===== src/rlh_pkg.sv =====
// Shared types and constants for the RGB and luma histogram block.
`timescale 1ns / 1ps
`default_nettype none
package rlh_pkg;

  // Command codes
  localparam logic [1:0] CMD_COUNT = 2'd0;
  localparam logic [1:0] CMD_READ  = 2'd1;
  localparam logic [1:0] CMD_CLEAR = 2'd2;

  // Configuration register indexes
  localparam logic CFG_SIXTEEN = 1'b0;
  localparam logic CFG_OFFSET  = 1'b1;

  // Histogram channels
  localparam int CH_RED   = 0;
  localparam int CH_GREEN = 1;
  localparam int CH_BLUE  = 2;
  localparam int CH_LUMA  = 3;
  localparam int CHANNELS = 4;

  // Luma weights, sum of weighted samples is shifted down by LUMA_SHIFT
  localparam logic [7:0] LUMA_R = 8'd76;
  localparam logic [7:0] LUMA_G = 8'd150;
  localparam logic [7:0] LUMA_B = 8'd29;
  localparam int LUMA_SHIFT = 8;

  localparam int SAMPLE_W = 16;
  localparam int OFFSET_W = 18;
  localparam int OUT_W    = 32;

  typedef struct packed {
    logic [1:0]  command;
    logic [15:0] red;
    logic [15:0] green;
    logic [15:0] blue;
    logic [1:0]  read_channel;
    logic [16:0] read_bin;
  } rlh_in_t;

  typedef struct packed {
    logic [31:0] bin_count;
    logic        count_saturated;
  } rlh_out_t;

  // Configuration as seen by the bin calculation
  typedef struct packed {
    logic               sixteen;
    logic signed [17:0] offset;
  } rlh_cfg_t;

  typedef enum logic [2:0] {
    ST_CLEAR,
    ST_IDLE,
    ST_CALC_A,
    ST_CALC_B,
    ST_FETCH,
    ST_UPDATE,
    ST_REPLY
  } rlh_state_t;

endpackage
`default_nettype wire


===== src/rlh_bin_calc.sv =====
// Two-stage pipeline from raw RGB samples to the four clamped bin indexes.
`timescale 1ns / 1ps
`default_nettype none
module rlh_bin_calc #(
  parameter int BIN_COUNT = 131072
) (
  input  wire logic                                     clk,
  input  wire rlh_pkg::rlh_cfg_t                        cfg,
  input  wire logic [15:0]                              red,
  input  wire logic [15:0]                              green,
  input  wire logic [15:0]                              blue,
  output logic      [3:0][$clog2(BIN_COUNT)-1:0]        bin_addr
);
  import rlh_pkg::*;

  localparam int ABITS = $clog2(BIN_COUNT);
  localparam int SUM_W = SAMPLE_W + 8;
  localparam int V_W   = 20;
  localparam logic signed [V_W-1:0] BIN_LAST = V_W'(BIN_COUNT - 1);

  logic [SAMPLE_W-1:0] wide_r, wide_g, wide_b;
  logic [SAMPLE_W-1:0] s1_r, s1_g, s1_b;
  logic [SUM_W-1:0]    prod_r, prod_g, prod_b;
  logic [SUM_W-1:0]    luma_sum;
  logic [3:0][SAMPLE_W-1:0] value;
  logic [3:0][ABITS-1:0]    addr_next;

  // 8-bit samples repeat the low byte into both halves
  always_comb begin
    wide_r = cfg.sixteen ? red   : {red[7:0], red[7:0]};
    wide_g = cfg.sixteen ? green : {green[7:0], green[7:0]};
    wide_b = cfg.sixteen ? blue  : {blue[7:0], blue[7:0]};
  end

  // Stage 1: widened samples and weighted products
  always_ff @(posedge clk) begin
    s1_r   <= wide_r;
    s1_g   <= wide_g;
    s1_b   <= wide_b;
    prod_r <= SUM_W'(wide_r) * SUM_W'(LUMA_R);
    prod_g <= SUM_W'(wide_g) * SUM_W'(LUMA_G);
    prod_b <= SUM_W'(wide_b) * SUM_W'(LUMA_B);
  end

  // Luma never exceeds 16 bits: the weights sum to 255
  always_comb begin
    luma_sum        = prod_r + prod_g + prod_b;
    value[CH_RED]   = s1_r;
    value[CH_GREEN] = s1_g;
    value[CH_BLUE]  = s1_b;
    value[CH_LUMA]  = luma_sum[LUMA_SHIFT +: SAMPLE_W];
  end

  // Offset and clamp into the bin range
  always_comb begin
    logic signed [V_W-1:0] v;
    v = '0;
    for (int ch = 0; ch < CHANNELS; ch++) begin
      v = $signed({{(V_W-SAMPLE_W){1'b0}}, value[ch]}) + V_W'(cfg.offset);
      if (v < 0) begin
        addr_next[ch] = '0;
      end else if (v > BIN_LAST) begin
        addr_next[ch] = BIN_LAST[ABITS-1:0];
      end else begin
        addr_next[ch] = v[ABITS-1:0];
      end
    end
  end

  // Stage 2: bin indexes
  always_ff @(posedge clk) begin
    bin_addr <= addr_next;
  end

endmodule
`default_nettype wire


===== config.mk =====
export PLATFORM = sky130hd
export DESIGN_NAME = rlh_bin_calc
export DESIGN_NICKNAME = d
export VERILOG_FILES = /design/src/rlh_pkg.sv /design/src/rlh_bin_calc.sv
export SDC_FILE = /design/constraint.sdc
export NUM_CORES = 1
export LEC_CHECK = 0
export BUFFER_PORTS_ARGS = -buffer_cell sky130_fd_sc_hd__buf_2
export CAP_MARGIN = 15
export CORE_UTILIZATION = 55
export CTS_CLUSTER_SIZE = 28
export DETAILED_ROUTE_END_ITERATION = 7
export PLACE_DENSITY = 0.71
export SLEW_MARGIN = 20
export SYNTH_ARGS = -nofsm -noshare
export SYNTH_HDL_FRONTEND = slang
export SYNTH_SLANG_ARGS = --single-unit
export TNS_END_PERCENT = 100

===== constraint.sdc =====
create_clock -name clk -period 5.7 [get_ports clk]
set_clock_uncertainty 0.15 [all_clocks]
set_input_delay 0.285 -clock clk [delete_from_list [all_inputs] [get_ports clk]]
set_output_delay 0.285 -clock clk [all_outputs]
set_load 0.005 [all_outputs]

Word level (Yosys, flattened, before mapping)
Index checks and enable logic that the tools add are counted.
{"block": "word_totals", "ff_bits": 181, "word_cells": 34}
{"block": "classes", "n_addsub": 6, "n_mul": 3, "n_lt_le_gt_ge": 8, "muxes": 7}
{"op": "$add 17x18->19", "count": 4}
{"op": "$gt 19x18->1 const B", "count": 4}
{"op": "$lt 19x1->1 const B", "count": 4}
{"op": "$mux 17", "count": 4}
{"op": "$mux 16", "count": 3}
{"op": "$mul 16x5->21 const B", "count": 2}
{"op": "$add 23x24->24", "count": 1}
{"op": "$add 24x21->24", "count": 1}
{"op": "$mul 16x7->23 const B", "count": 1}

Longest topological paths before layout
{"block": "depth", "word_depth": 5, "depth_mapped": 22, "ltp_nobuf": 21}

Worst setup path before layout
OpenSTA, ideal clock, no wires.
{"block": "synth_path", "path_kind": "input port to flip-flop", "startpoint": "in cfg[18] in the netlist's numbering", "endpoint": "reg prod_g[23]", "t_arrival_ns": 4.618, "setup_slack_ns": 0.805, "path_stages": 16, "n_path_buf": 2, "path_cell_list": "clkbuf_1 clkbuf_1 mux2_2 ha_1 ha_1 inv_1 fa_1 inv_1 fa_1 ha_1 or4_1 o211ai_1 nor2_1 o41a_1 a31oi_1 o21ai_0"}
{"block": "synth_between", "elab_chain_cells": 2}
{"item": "from (decl)", "line": "rlh_bin_calc.sv:8", "source": "input wire rlh_pkg::rlh_cfg_t cfg,"}
{"item": "$mux 16", "line": "rlh_bin_calc.sv:31", "source": "wide_g = cfg.sixteen ? green : {green[7:0], green[7:0]};"}
{"item": "via wide_g[11]", "line": "rlh_bin_calc.sv:21", "source": "logic [SAMPLE_W-1:0] wide_r, wide_g, wide_b;"}
{"item": "$mul 16x7->23", "line": "rlh_bin_calc.sv:41", "source": "prod_g <= SUM_W'(wide_g) * SUM_W'(LUMA_G);"}
{"item": "to (signal assigned)", "line": "rlh_bin_calc.sv:41"}
{"item": "to (decl)", "line": "rlh_bin_calc.sv:23", "source": "logic [SUM_W-1:0] prod_r, prod_g, prod_b;"}
The timed path passes the listed nets, and every way through them passes these cells.
A chain may end at the register's enable or synchronous reset.

Worst setup path after layout
{"block": "layout_path", "startpoint": "reg prod_r[8]", "endpoint": "reg bin_addr[62] in the netlist's numbering"}
{"block": "layout_between", "elab_chain_cells": 5}
{"item": "from (decl)", "line": "rlh_bin_calc.sv:23"}
{"item": "from (signal assigned)", "line": "rlh_bin_calc.sv:40", "source": "prod_r <= SUM_W'(wide_r) * SUM_W'(LUMA_R);"}
{"item": "$add 23x24->24 (*)", "line": "rlh_bin_calc.sv:47", "source": "luma_sum = prod_r + prod_g + prod_b;"}
{"item": "$add 24x21->24 (*)", "line": "rlh_bin_calc.sv:47"}
{"item": "$add 17x18->19 (*)", "line": "rlh_bin_calc.sv:59", "source": "v = $signed({{(V_W-SAMPLE_W){1'b0}}, value[ch]}) + V_W'(cfg.offset);"}
{"item": "$gt 19x18->1", "line": "rlh_bin_calc.sv:62", "source": "end else if (v > BIN_LAST) begin"}
{"item": "$mux 17", "line": "rlh_bin_calc.sv:62"}
{"item": "to (signal assigned)", "line": "rlh_bin_calc.sv:72", "source": "bin_addr <= addr_next;"}
{"item": "to (decl)", "line": "rlh_bin_calc.sv:12", "source": "output logic [3:0][$clog2(BIN_COUNT)-1:0] bin_addr"}
Every way passes the cells marked *; elsewhere a longest branch is shown, timed or not.

==> out/metrics.csv <==
stage;metric;value;unit
floorplan;start_util;56.20;%
final_layout;final-seq-area;3543;um2
logic_synthesis;yosys.area_share.simple;8.835;%
place;place_inst;1912;
timing;rsz0062_at_grt;no;
clock_tree;clk_pin_slew_worst_paths;0.07;ns
logic_synthesis;synth_top_area_share;25.85;%
critical_path;crit_required;5.86;ns
final_layout;multiInputGateArea;9284;um2
route;vias;10740;
critical_path;start_kind;register;
critical_path;crit_top_cell;a21oi_1;
route;drtIter0Drc;443;
critical_path;crit_type;reg2reg;
final_layout;area_growth;13.64;%
timing;period_share;90.64;%
logic_synthesis;synth-async-reset-ratio;0;%
logic_synthesis;synth-edff-count;0;
timing;max_slew_margin;45.11;%
route;drt_wl_total;32690;um
global_route;grt_pass1_vias;10524;
global_route;antenna_found_initial;0;
route;vias_per_cell;5.457;
logic_synthesis;yosysTopAreaCell;dfxtp_1;
final_layout;final_common_cell;ha_1;
timing;fin_crit;5.166;ns
logic_synthesis;ys_ff_latch;177;
final_layout;drive_gt1_share;13.14;%
critical_path;path_cells;fa_1, ha_1, a21oi_1, o22ai_1, o31a_1, o211ai_2, nand2_1, a21o_1, a21oi_1, xnor2_1, ha_1, a21o_1, nor3_1, o21ai_1, a311oi_1, o31ai_1, a21oi_1, o21a_1, o21ai_0;
outcome;status;complete, no violations;
global_route;grt_start_max_net_pins;19;
critical_path;end_kind;register;
route;wire_per_inst;16.61;um
logic_synthesis;ys.flop_type;dfxtp_1;
route;route.antenna.remaining_nets;0;
clock_tree;root_buffer;clkbuf_16;
logic_synthesis;ys_warn_count;0;
logic_synthesis;synthMuxAreaShare;1.433;%
timing;holdWs;0.03813;ns
floorplan;num_rows;57;
logic_synthesis;synth_compound_area_share;17.23;%
place;gp_congestion;0.9154;
logic_synthesis;avgSynthCellArea;9.376;um2
worst_hold_path;hp-start;green[11];
route;first_pass_iters;6;
timing;fmax;0.1936;GHz
logic_synthesis;synth-adder-area-share;32.95;%
global_route;overflow;0;
final_layout;nFillCells;2103;
run;maxCapViolations;0;
logic_synthesis;synth-seq-area-share;25.85;%
route;drcViolationCount;0;
final_layout;antenna_cells;0;
logic_synthesis;yosys.cell_types.count;81;
clock_tree;clockBufferDepth;2;
floorplan;die_w;159.9;um
clock_tree;clk_latency;0.44;ns
timing;setup_viol;0;
critical_path;startpoint;prod_r[8];
critical_path;path_max_fanout;16;
logic_synthesis;syn_nets;1840;
clock_tree;cts_num_sinks;177;
critical_path;crit_arrival;5.32;ns
timing;hold_viol_final;0;
logic_synthesis;synth_area;13710;um2
floorplan;dieArea;25560;um2
clock_tree;cts_resized;0;
logic_synthesis;synth_top_family_by_area;adder cells;
timing;tightest_slew;0.8208;ns
floorplan;design.core.area;24390;um2
final_layout;fin_cells;1968;
final_layout;fin_nets;2009;
timing;tns;0;ns
logic_synthesis;synth_area_leaders;dfxtp_1, ha_1, fa_1;
final_layout;final_cell_mix;ha_1, inv_1, dfxtp_1;
critical_path;worst_path_max_delay_cell;fa_1;
logic_synthesis;synthXorXnorAreaFrac;7.275;%
logic_synthesis;syn_inst;1462;
worst_hold_path;hp-class;in2reg;
critical_path;slowest_delay;0.49;ns
place;port-buffer-count;135;
floorplan;pin_count;136;
place;dp_hpwl;27050;um
global_route;grt_first_pass_wirelength;52640;um
clock_tree;htreeDepth;4;
timing;slew_viol_final;0;
floorplan;die_y;159.9;um
clock_tree;cts_tree;built;
critical_path;regToRegStartpoint;prod_r[8];
global_route;grt_usage;26.41;%
clock_tree;numCtsBuffers;17;
## synthesized netlist by cell type, types with 17 or more instances
cell type  number
ha_1          225
nor2_1         71
o21a_1         17
inv_1         215
fa_1           85
xnor2_1        65
nor3_1         26
dfxtp_1       177
a21o_1         45
nand2_1        65
a21oi_1       130
o21ai_0        58
xor2_1         47
## registers in the layout, summed over array words and instances, names as in the netlist
signal / cells
bin_addr: 68
prod_g: 22
prod_r: 20
prod_b: 19
s1_b: 16
s1_g: 16
s1_r: 16
## path summary, 6_finish.rpt
check / end / slack, ns / depth (start not counted)
worst max-delay path: bin_addr[62] / 0.53 / 19
worst min register to register: bin_addr[34] / 0.56 / 3
worst max register to register: bin_addr[62] / 0.53 / 19
worst min-delay path: s1_g[11] / 0.04 / 2
## layout make-up
cell class / count / area share, %
inverter: 216 / 5.205
clock buffer: 19 / 2.908
multi-input combinational: 1056 / 59.60
tap: 324 / 2.602
sequential: 177 / 22.75
clock inverter: 13 / 0.8675
timing repair buffer: 163 / 6.072
## layer usage
metal	track usage, %	vias to the layer above	share of wire, %
met1	34.18	5050	45
li1	-	5349	-
met3	2.935	53	4.5
met4	10.35	0	3.1
met5	0	-	0
met2	45.16	288	47
## worst max-delay path: cells and delay by family, from the launching register on
family	cells	cell delay, ns
compound gates	13	3.00
xor+xnor	1	0.14
flops	1	0.32
fa+ha+maj	3	1.17
simple gates	2	0.26
## logic make-up after synthesis
group	after synthesis
buf+inv	229
compound gates	363
fa+ha+maj	310
flops	177
mux	19
xor+xnor	113
simple gates	251
## metrics by stage
| stage | instance area [um2] | utilization [%] | setup slack, ns |
|---|---|---|---|
| floorplan | 13710 | - | 0.8051 |
| global placement | 14750 | 60.47 | 0.7901 |
| detailed placement | 14750 | 60.47 | 0.6476 |
| CTS | 15580 | 63.87 | 0.6101 |
| global route | 15580 | 63.87 | 0.1856 |
| finish | 15580 | 63.87 | 0.5337 |
## repair_timing
| action | 4_1_cts | 5_1_grt |
|---|---|---|
| hold endpoints to repair | 25 | 0 |
| hold buffers | 24 | 0 |
| buffers inserted | 0 | 0 |
| endpoints found under the setup margin | 0 | 0 |
Power is not shown: default switching activity piles up to over one toggle a cycle in this logic, so the estimate is an artifact.
